--- config.mk ---
export PLATFORM = sky130hd
export DESIGN_NAME = lprf_ctrl
export DESIGN_NICKNAME = d
export VERILOG_FILES = /design/src/design/lprf_pkg.sv /design/src/design/lprf_ctrl.sv
export SDC_FILE = /design/constraint.sdc
export NUM_CORES = 1
export LEC_CHECK = 0
export BUFFER_PORTS_ARGS = -buffer_cell sky130_fd_sc_hd__buf_2
export CORE_MARGIN = 10
export CORE_UTILIZATION = 30
export DETAILED_ROUTE_END_ITERATION = 6
export GPL_ROUTABILITY_DRIVEN = 0
export PLACE_DENSITY = 0.55
export SYNTH_ARGS = -nofsm -noshare
export SYNTH_HDL_FRONTEND = slang
export SYNTH_SLANG_ARGS = --single-unit
--- constraint.sdc ---
create_clock -name clk -period 7.2 [get_ports clk]
set_clock_uncertainty 0.15 [all_clocks]
set_input_delay 0.72 -clock clk [delete_from_list [all_inputs] [get_ports clk]]
set_output_delay 0.72 -clock clk [all_outputs]
set_load 0.1 [all_outputs]
--- src/design/lprf_pkg.sv ---
// shared types, request and status codes for the length-prefixed record fifo
package lprf_pkg;

    // default ring size in words (a power of two)
    localparam int DEPTH_DEF = 1024;

    // request kinds
    localparam logic [1:0] REQ_START = 2'd0;
    localparam logic [1:0] REQ_DATA  = 2'd1;
    localparam logic [1:0] REQ_READ  = 2'd2;

    // status codes
    localparam logic [2:0] ST_OK       = 3'd0;
    localparam logic [2:0] ST_NO_SPACE = 3'd1;
    localparam logic [2:0] ST_ORDER    = 3'd2;
    localparam logic [2:0] ST_ZERO     = 3'd3;
    localparam logic [2:0] ST_LONG     = 3'd4;
    localparam logic [2:0] ST_EMPTY    = 3'd5;
    localparam logic [2:0] ST_SEQ      = 3'd6;

    // one request item
    typedef struct packed {
        logic [1:0]         req_type;
        logic [15:0]        rec_len;
        logic [31:0]        serial;
        logic signed [31:0] data_in;
    } req_t;

    // one response item
    typedef struct packed {
        logic [2:0]         status;
        logic signed [31:0] data_out;
        logic               last_word;
        logic [31:0]        record_count;
    } rsp_t;

    // ring access from the sequencer, positions are stream word numbers
    typedef struct packed {
        logic        wr_en;
        logic [31:0] wr_pos;
        logic [31:0] wr_word;
        logic        rd_en;
        logic [31:0] rd_pos;
    } mem_req_t;

endpackage

--- src/design/lprf_ctrl.sv ---
// request sequencer: record checks, counters and ring read/modify/write
module lprf_ctrl
    import lprf_pkg::*;
#(
    parameter int DEPTH = DEPTH_DEF
)
(
    input  logic        clk,
    input  logic        rst_n,
    input  logic        start,
    input  req_t        req,
    input  logic [31:0] rd_word,
    output mem_req_t    mreq,
    output logic        idle,
    output logic        res_valid,
    output rsp_t        res
);

    typedef enum logic [2:0] {
        S_IDLE = 3'b001,
        S_LEN  = 3'b010,
        S_DATA = 3'b100
    } state_t;

    localparam logic [32:0] DEPTH_U = 33'(DEPTH);

    state_t      state_reg, state_next;
    logic [31:0] words_in_reg, words_in_next;
    logic [31:0] words_out_reg, words_out_next;
    logic [31:0] records_in_reg, records_in_next;
    logic [31:0] records_out_reg, records_out_next;
    logic [15:0] write_left_reg, write_left_next;
    logic [15:0] read_left_reg, read_left_next;
    logic [15:0] open_write_len_reg, open_write_len_next;
    logic [15:0] open_read_len_reg, open_read_len_next;
    logic [31:0] wr_ptr_reg, wr_ptr_next;
    logic [31:0] rd_ptr_reg, rd_ptr_next;
    logic [31:0] used;
    logic [32:0] need;

    assign used = words_in_reg - words_out_reg;
    assign need = {1'b0, used} + {17'b0, req.rec_len} + 33'd1;
    assign idle = (state_reg == S_IDLE);

    // next state, ring access and response
    always_comb
    begin
        state_next          = state_reg;
        words_in_next       = words_in_reg;
        words_out_next      = words_out_reg;
        records_in_next     = records_in_reg;
        records_out_next    = records_out_reg;
        write_left_next     = write_left_reg;
        read_left_next      = read_left_reg;
        open_write_len_next = open_write_len_reg;
        open_read_len_next  = open_read_len_reg;
        wr_ptr_next         = wr_ptr_reg;
        rd_ptr_next         = rd_ptr_reg;
        mreq                = '0;
        res_valid           = 1'b0;
        res                 = '0;
        case (state_reg)
            S_IDLE:
            begin
                if (start)
                begin
                    case (req.req_type)
                        REQ_START:
                        begin
                            res_valid        = 1'b1;
                            res.record_count = records_in_reg;
                            if (write_left_reg != 16'd0)
                            begin
                                res.status = ST_SEQ;
                            end
                            else if (req.rec_len == 16'd0)
                            begin
                                res.status = ST_ZERO;
                            end
                            else if ({17'b0, req.rec_len} > DEPTH_U)
                            begin
                                res.status = ST_LONG;
                            end
                            else if (req.serial != 32'd0 &&
                                     req.serial - 32'd1 != records_in_reg)
                            begin
                                res.status = ST_ORDER;
                            end
                            else if (!(need < DEPTH_U))
                            begin
                                res.status = ST_NO_SPACE;
                            end
                            else
                            begin
                                // store the length word, open the record
                                res.status          = ST_OK;
                                mreq.wr_en          = 1'b1;
                                mreq.wr_pos         = words_in_reg;
                                mreq.wr_word        = {16'b0, req.rec_len};
                                open_write_len_next = req.rec_len;
                                write_left_next     = req.rec_len;
                                wr_ptr_next         = words_in_reg + 32'd1;
                            end
                        end
                        REQ_DATA:
                        begin
                            res_valid        = 1'b1;
                            res.record_count = records_in_reg;
                            if (write_left_reg == 16'd0)
                            begin
                                res.status = ST_SEQ;
                            end
                            else
                            begin
                                res.status      = ST_OK;
                                mreq.wr_en      = 1'b1;
                                mreq.wr_pos     = wr_ptr_reg;
                                mreq.wr_word    = req.data_in;
                                wr_ptr_next     = wr_ptr_reg + 32'd1;
                                write_left_next = write_left_reg - 16'd1;
                                // commit on the last data word
                                if (write_left_reg == 16'd1)
                                begin
                                    words_in_next    = words_in_reg
                                                     + {16'b0, open_write_len_reg} + 32'd1;
                                    records_in_next  = records_in_reg + 32'd1;
                                    res.record_count = records_in_reg + 32'd1;
                                    res.last_word    = 1'b1;
                                end
                            end
                        end
                        REQ_READ:
                        begin
                            if (read_left_reg != 16'd0)
                            begin
                                mreq.rd_en  = 1'b1;
                                mreq.rd_pos = rd_ptr_reg;
                                state_next  = S_DATA;
                            end
                            else if (records_out_reg == records_in_reg)
                            begin
                                res_valid        = 1'b1;
                                res.status       = ST_EMPTY;
                                res.record_count = records_out_reg;
                            end
                            else
                            begin
                                // fetch the length word of the oldest record
                                mreq.rd_en  = 1'b1;
                                mreq.rd_pos = words_out_reg;
                                state_next  = S_LEN;
                            end
                        end
                        default:
                        begin
                            res_valid        = 1'b1;
                            res.status       = ST_SEQ;
                            res.record_count = records_out_reg;
                        end
                    endcase
                end
            end
            S_LEN:
            begin
                open_read_len_next = rd_word[15:0];
                read_left_next     = rd_word[15:0];
                if (rd_word[15:0] == 16'd0)
                begin
                    res_valid        = 1'b1;
                    res.status       = ST_EMPTY;
                    res.record_count = records_out_reg;
                    state_next       = S_IDLE;
                end
                else
                begin
                    mreq.rd_en  = 1'b1;
                    mreq.rd_pos = words_out_reg + 32'd1;
                    rd_ptr_next = words_out_reg + 32'd1;
                    state_next  = S_DATA;
                end
            end
            S_DATA:
            begin
                res_valid        = 1'b1;
                res.status       = ST_OK;
                res.data_out     = rd_word;
                res.record_count = records_out_reg;
                rd_ptr_next      = rd_ptr_reg + 32'd1;
                read_left_next   = read_left_reg - 16'd1;
                state_next       = S_IDLE;
                // record finished on its last word
                if (read_left_reg == 16'd1)
                begin
                    words_out_next   = words_out_reg
                                     + {16'b0, open_read_len_reg} + 32'd1;
                    records_out_next = records_out_reg + 32'd1;
                    res.record_count = records_out_reg + 32'd1;
                    res.last_word    = 1'b1;
                end
            end
            default:
            begin
                state_next = S_IDLE;
            end
        endcase
    end

    // control and counter registers
    always_ff @(posedge clk or negedge rst_n)
    begin
        if (!rst_n)
        begin
            state_reg          <= S_IDLE;
            words_in_reg       <= '0;
            words_out_reg      <= '0;
            records_in_reg     <= '0;
            records_out_reg    <= '0;
            write_left_reg     <= '0;
            read_left_reg      <= '0;
            open_write_len_reg <= '0;
            open_read_len_reg  <= '0;
            wr_ptr_reg         <= '0;
            rd_ptr_reg         <= '0;
        end
        else
        begin
            state_reg          <= state_next;
            words_in_reg       <= words_in_next;
            words_out_reg      <= words_out_next;
            records_in_reg     <= records_in_next;
            records_out_reg    <= records_out_next;
            write_left_reg     <= write_left_next;
            read_left_reg      <= read_left_next;
            open_write_len_reg <= open_write_len_next;
            open_read_len_reg  <= open_read_len_next;
            wr_ptr_reg         <= wr_ptr_next;
            rd_ptr_reg         <= rd_ptr_next;
        end
    end

`ifndef SYNTHESIS
    // committed words never exceed the ring
    a_used_fits: assert property (@(posedge clk) disable iff (!rst_n)
        {1'b0, used} < DEPTH_U)
        else $error("committed words exceed ring size");

    // no records pending means no words pending
    a_empty_match: assert property (@(posedge clk) disable iff (!rst_n)
        records_in_reg == records_out_reg |-> words_in_reg == words_out_reg)
        else $error("record and word counters disagree");

    // an open read belongs to a committed record
    a_read_open: assert property (@(posedge clk) disable iff (!rst_n)
        read_left_reg != 16'd0 |-> records_in_reg != records_out_reg)
        else $error("read open with nothing committed");

    // a ring read is always followed by a wait for its data
    a_read_wait: assert property (@(posedge clk) disable iff (!rst_n)
        mreq.rd_en |=> (state_reg == S_LEN || state_reg == S_DATA))
        else $error("ring read issued without a wait state");

    // the open write never has more words due than its length
    a_write_left: assert property (@(posedge clk) disable iff (!rst_n)
        write_left_reg <= open_write_len_reg)
        else $error("write count above record length");
`endif

endmodule

; ---- Yosys cells after proc, flatten, opt, wreduce, memory -nomap -nowiden
; Index checks and enable logic that the tools add are counted.
; Widths: inputs -> output; s select.
[classes]
bitwise_logic = 5
n_mux = 67
n_eq_ne = 19
reduce_logical = 16
order_cmp = 2
n_addsub = 16
[ops]
columns = operator, count
row1 = $mux 65, 7
row2 = $mux 32, 11
row3 = $mux 33, 8
row4 = $add 32x1->32 const B, 8
row5 = $pmux 32 s3, 2
row6 = $pmux 65 s2, 1
row7 = $pmux 32 s2, 2
row8 = $mux 98, 1
row9 = $mux 16, 6
row10 = $pmux 33 s2, 1
row11 = $add 32x16->32, 2
row12 = $pmux 16 s2, 2
row13 = $logic_not 16->1, 3
row14 = $mux 3, 14
row15 = $add 32x16->33, 1
row16 = $add 33x1->33 const B, 1
row17 = $lt 33x11->1 const B, 1
row18 = $eq 16x1->1 const B, 2
row19 = $eq 32x32->1, 1
row20 = $ne 32x32->1, 1
row21 = $reduce_bool 16->1, 2
row22 = $reduce_bool 32->1, 1
row23 = $sub 16x1->16 const B, 2
row24 = $sub 32x1->32 const B, 1
row25 = other kinds (24), 44
[word_totals]
reg_bits = 259
out_inout_bits = 168
word_cells = 136

; ---- Logic depth before layout (Yosys ltp)
[logic_depth]
word_depth = 12
ltp_mapped = 28
mapped_depth_nobuf = 25

; ---- Worst setup path after synthesis
; OpenSTA, ideal clock, no wires.
[synth_timing]
path_kind = register to output
startpoint = reg words_out_reg[5]
endpoint = out mreq[92] (netlist name)
slack_ps = -400
arrival_ps = 6730
path_stages_with_launch = 23
path_cell_list = dfrtp_1 > clkbuf_1 > inv_1 > ha_1 > or2_2 > nor3b_2 > a21oi_1 > o21ai_0 > xor2_1 > ha_1 > and2_1 > nor2b_1 > nand2_1 > o31ai_1 > o211ai_2 > nor4_4 > nand3_2 > or4_1 > a211o_1 > nor4_4 > clkbuf_1 > a22oi_1 > nor2_1
[synth_rtl]
columns = element, line_no
row1 = "start, declared", lprf_ctrl.sv:29  ; logic [31:0] words_out_reg, words_out_next;
row2 = "start signal, assigned", lprf_ctrl.sv:229  ; words_out_reg <= words_out_next;
row3 = "end, declared", lprf_ctrl.sv:13  ; output mem_req_t mreq,

==> results.sh <==
export IMPL_synth_distinct_cells=93
export IMPL_synthesis_instances=3127
export IMPL_largest_cells_by_area_after_synthesis="dfrtp_1 28%, xnor2_1 7.3%, nand2_1 6.1%"
export IMPL_io_pins=285
export IMPL_route_antenna_remaining_nets=0
export IMPL_timing_hold_ws_ps=-3.809
export IMPL_rows=101
export IMPL_drv_cap=0
export IMPL_initial_core_util_pct=30.34
export IMPL_cp_slowest_cell="dfrtp_2"
export IMPL_finalWorstPathRequiredPeriod_ps=6961
export IMPL_clock_latency_ps=560
export IMPL_timing_critical_path_max_delay_family="simple AND/OR/NAND/NOR gates"
export IMPL_highest_layer="met5"
export IMPL_detailedPlacementHpwl_um=69080
export IMPL_wl_met1_um=38600
export IMPL_worst_vdd_drop_mv=0.1187
export IMPL_first_global_vias=23040
export IMPL_fmax_mhz=143.6
export IMPL_layout_nets=3515
export IMPL_setup_total_negative_slack_ps=0
export IMPL_synth_cells_most_frequent="376 x nand2_1, 337 x nor2_1, 258 x dfrtp_1"
export IMPL_critPathRequiredTime_ps=6330
export IMPL_syn_num_nets=3336
export IMPL_synthMostInstantiatedCell="nand2_1"
export IMPL_drt_iter0_markers=2281
export IMPL_synth_register_bits=259
export IMPL_overflow=0
export IMPL_num_vias=24200
export IMPL_floorplan_die_width_um=297.6
export IMPL_grt_start_max_net_pins=130
export IMPL_syn_mean_instance_area_sq_um=7.393
export IMPL_post_synthesis_cell_type_with_the_largest_combined_area="dfrtp_1"
export IMPL_slowest_delay_ps=490
export IMPL_tritoncts="yes"
export IMPL_drt_pass1_iter_count=6
export IMPL_cts_hold_buffers_added=0
export IMPL_min_delay_path_class="in2async"
export IMPL_report_final_slew_viol_count=0
export IMPL_maxSlewHeadroom_pct=23.65
export IMPL_timing_setup_critical_path_class="reg2out"
export IMPL_drive_gt1_share_pct=16.79
export IMPL_antenna_found_initial=2
export IMPL_first_pass_grt_wire_length_um=141500
export IMPL_core_sq_um=76200
export IMPL_synth_top_cell_area_share_pct=27.93
export IMPL_power_density_nw_per_um2=152.7
export IMPL_path_max_fanout=7
export IMPL_synthArstFlopShare_pct=100.0
export IMPL_placement_io_buffers=284
export IMPL_yosys_warnings=0
export IMPL_finalCoreUtilization_pct=36.54
export IMPL_number_of_setup_violations_in_the_final_report=0
export IMPL_htreeDepth=2
export IMPL_violations="hold timing"
export IMPL_postSynth_topFlopCell="dfrtp_1"
export IMPL_die_y_um=297.6
export IMPL_outcome="finished with violations"
export IMPL_n_antenna_cell=0
export IMPL_wire_per_inst_um=21.24
export IMPL_vias_per_cell=5.551
export IMPL_ys_seq_area_share_pct=28.04
export IMPL_critical_path_n_buffers_inverters=4
export IMPL_cts_sinks=259
export IMPL_max_slew_worst_pin_slew_ps=1135
export IMPL_worstSetupStartpointType="register"
export IMPL_met2_wirelength_um=44530
export IMPL_worst_setup_hold_path_clk_slew_ps=60
export IMPL_area_growth_pct=20.45
export IMPL_endpoint_kind="output port"
export IMPL_grt_util_all_layers_pct=19.91
export IMPL_route_detailed_drc=0
export IMPL_synthesis_area_sq_um=23120
export IMPL_die_area_sq_um=88570
export IMPL_worst_ep_arrival_time_ps=6090
export IMPL_route_final_wire_length_um=92630
export IMPL_edff_count_synth=0
export IMPL_fin_crit_sh_pct=96.69
export IMPL_clock_root_buffer="clkbuf_16"
export IMPL_max_clock_path_buffers=3
export IMPL_num_fill_cells=7996
export IMPL_met3_wirelength_um=6475
export IMPL_cts_buffers_inserted=36
export IMPL_finalHoldViolCount=1
export IMPL_power_leakage_nw=11.86
-- metrics by stage --
| stage | total power [mW] | cells | setup slack, ps | area, sq um | hold slack [ps] |
|---|---|---|---|---|---|
| 5_1_grt | 4.436 | 4360 | -19.94 | 27850 | 28.88 |
| 2_1_floorplan | 2.185 | 3127 | 46.16 | 23230 | 274.4 |
| 3_3_place_gp | 2.456 | 4281 | 438.4 | 26310 | 312.5 |
| 4_1_cts | 4.274 | 4345 | 13.95 | 27520 | 3.132 |
| 3_5_place_dp | 2.458 | 4281 | 333.9 | 26310 | 314.3 |
| 6_report | 4.253 | 4360 | 238.6 | 27850 | -3.809 |
-- cell families after synthesis --
| logic type | count (synthesis) | share of synthesized area [%] |
|---|---|---|
| flip-flops | 259 | 28.04 |
| AND/OR/NAND/NOR | 1289 | 26.64 |
| AO/OA/AOI/OAI | 863 | 23.32 |
| buffers and inverters | 326 | 5.445 |
| XOR/XNOR | 275 | 10.42 |
| multiplexers | 22 | 1.012 |
| adder cells (fa/ha/maj) | 93 | 5.120 |
-- path summary, 6_finish.rpt --
check | from | endpoint | slack, ps | cells past startpoint
min in group clk | rd_word[15] | open_read_len_reg[15] | 300 | 3
worst max register to register | words_in_reg[3] | wr_ptr_reg[5] | 990 | 24
worst min register to register | words_out_reg[26] | words_out_reg[26] | 320 | 1
worst min-delay path | rst_n | records_in_reg[19] | -4 | 1
max in group asynchronous | rst_n | words_in_reg[3] | 5530 | 2
worst max-delay path | words_in_reg[3] | mreq[95] | 240 | 25
-- timing repair --
action                     in CTS  in global routing
pin swaps                       2                 17
buffers inserted                1                 14
resized for setup               7                 50
gates cloned                    1                  1
setup endpoints to repair      45                 45
-- report_power, final --
part           total (mW)  switching, mW  internal (mW)  leakage (nW)
clock network        1.81          0.729           1.08         0.554
registers            1.71          0.158           1.56          3.27
logic               0.734          0.500          0.234          8.04
-- final cells by class --
| type | instances | area, sq um | share of cell area, % |
|---|---|---|---|
| clock buffers | 55 | 1054 | 3.783 |
| inverters | 100 | 375.4 | 1.348 |
| flip-flops and latches | 259 | 6489 | 23.30 |
| repair buffers | 367 | 2795 | 10.04 |
| multi-input cells | 2542 | 15750 | 56.58 |
| well taps | 1030 | 1289 | 4.628 |
| clock inverters | 7 | 90.09 | 0.3235 |
-- layer usage --
metal	vias up	global-route usage [%]
met5	-	0
met4	4	6.347
met3	163	3.811
met2	862	33.49
met1	11660	25.29
li1	11520	-
-- cell usage in the layout, fill, tap and decap left out, types with 34 or more instances in the layout --
| cell | count |
|---|---|
| a21oi_1 | 233 |
| a22oi_1 | 70 |
| and2_1 | 42 |
| and3_1 | 91 |
| buf_12 | 46 |
| buf_2 | 238 |
| buf_4 | 76 |
| clkbuf_16 | 38 |
| dfrtp_1 | 253 |
| ha_1 | 81 |
| inv_1 | 90 |
| nand2_1 | 374 |
| nand3_1 | 133 |
| nand4_1 | 49 |
| nor2_1 | 290 |
| nor2_2 | 46 |
| nor3_1 | 86 |
| nor4_1 | 41 |
| o21ai_0 | 225 |
| o22ai_1 | 34 |
| xnor2_1 | 194 |
| xor2_1 | 81 |
-- worst reg2reg max path: stages, from the launching register on --
cell,delay [ps]
dfrtp_2,490
ha_4,330
a21o_1,110
nand2_1,90
a31oi_2,210
o21ai_1,80
a21oi_1,170
nor2_1,70
xnor2_1,230
ha_1,300
and2_1,170
or4_4,450
a31oi_4,170
a21oi_1,110
o211ai_1,260
nor4_2,80
and3_1,220
or4_4,420
a211o_4,360
buf_4,150
nor4b_4,400
o21ai_4,270
buf_4,380
o31a_1,360
a21oi_1,110
No activity file was read; power rests on OpenSTA's default activity.
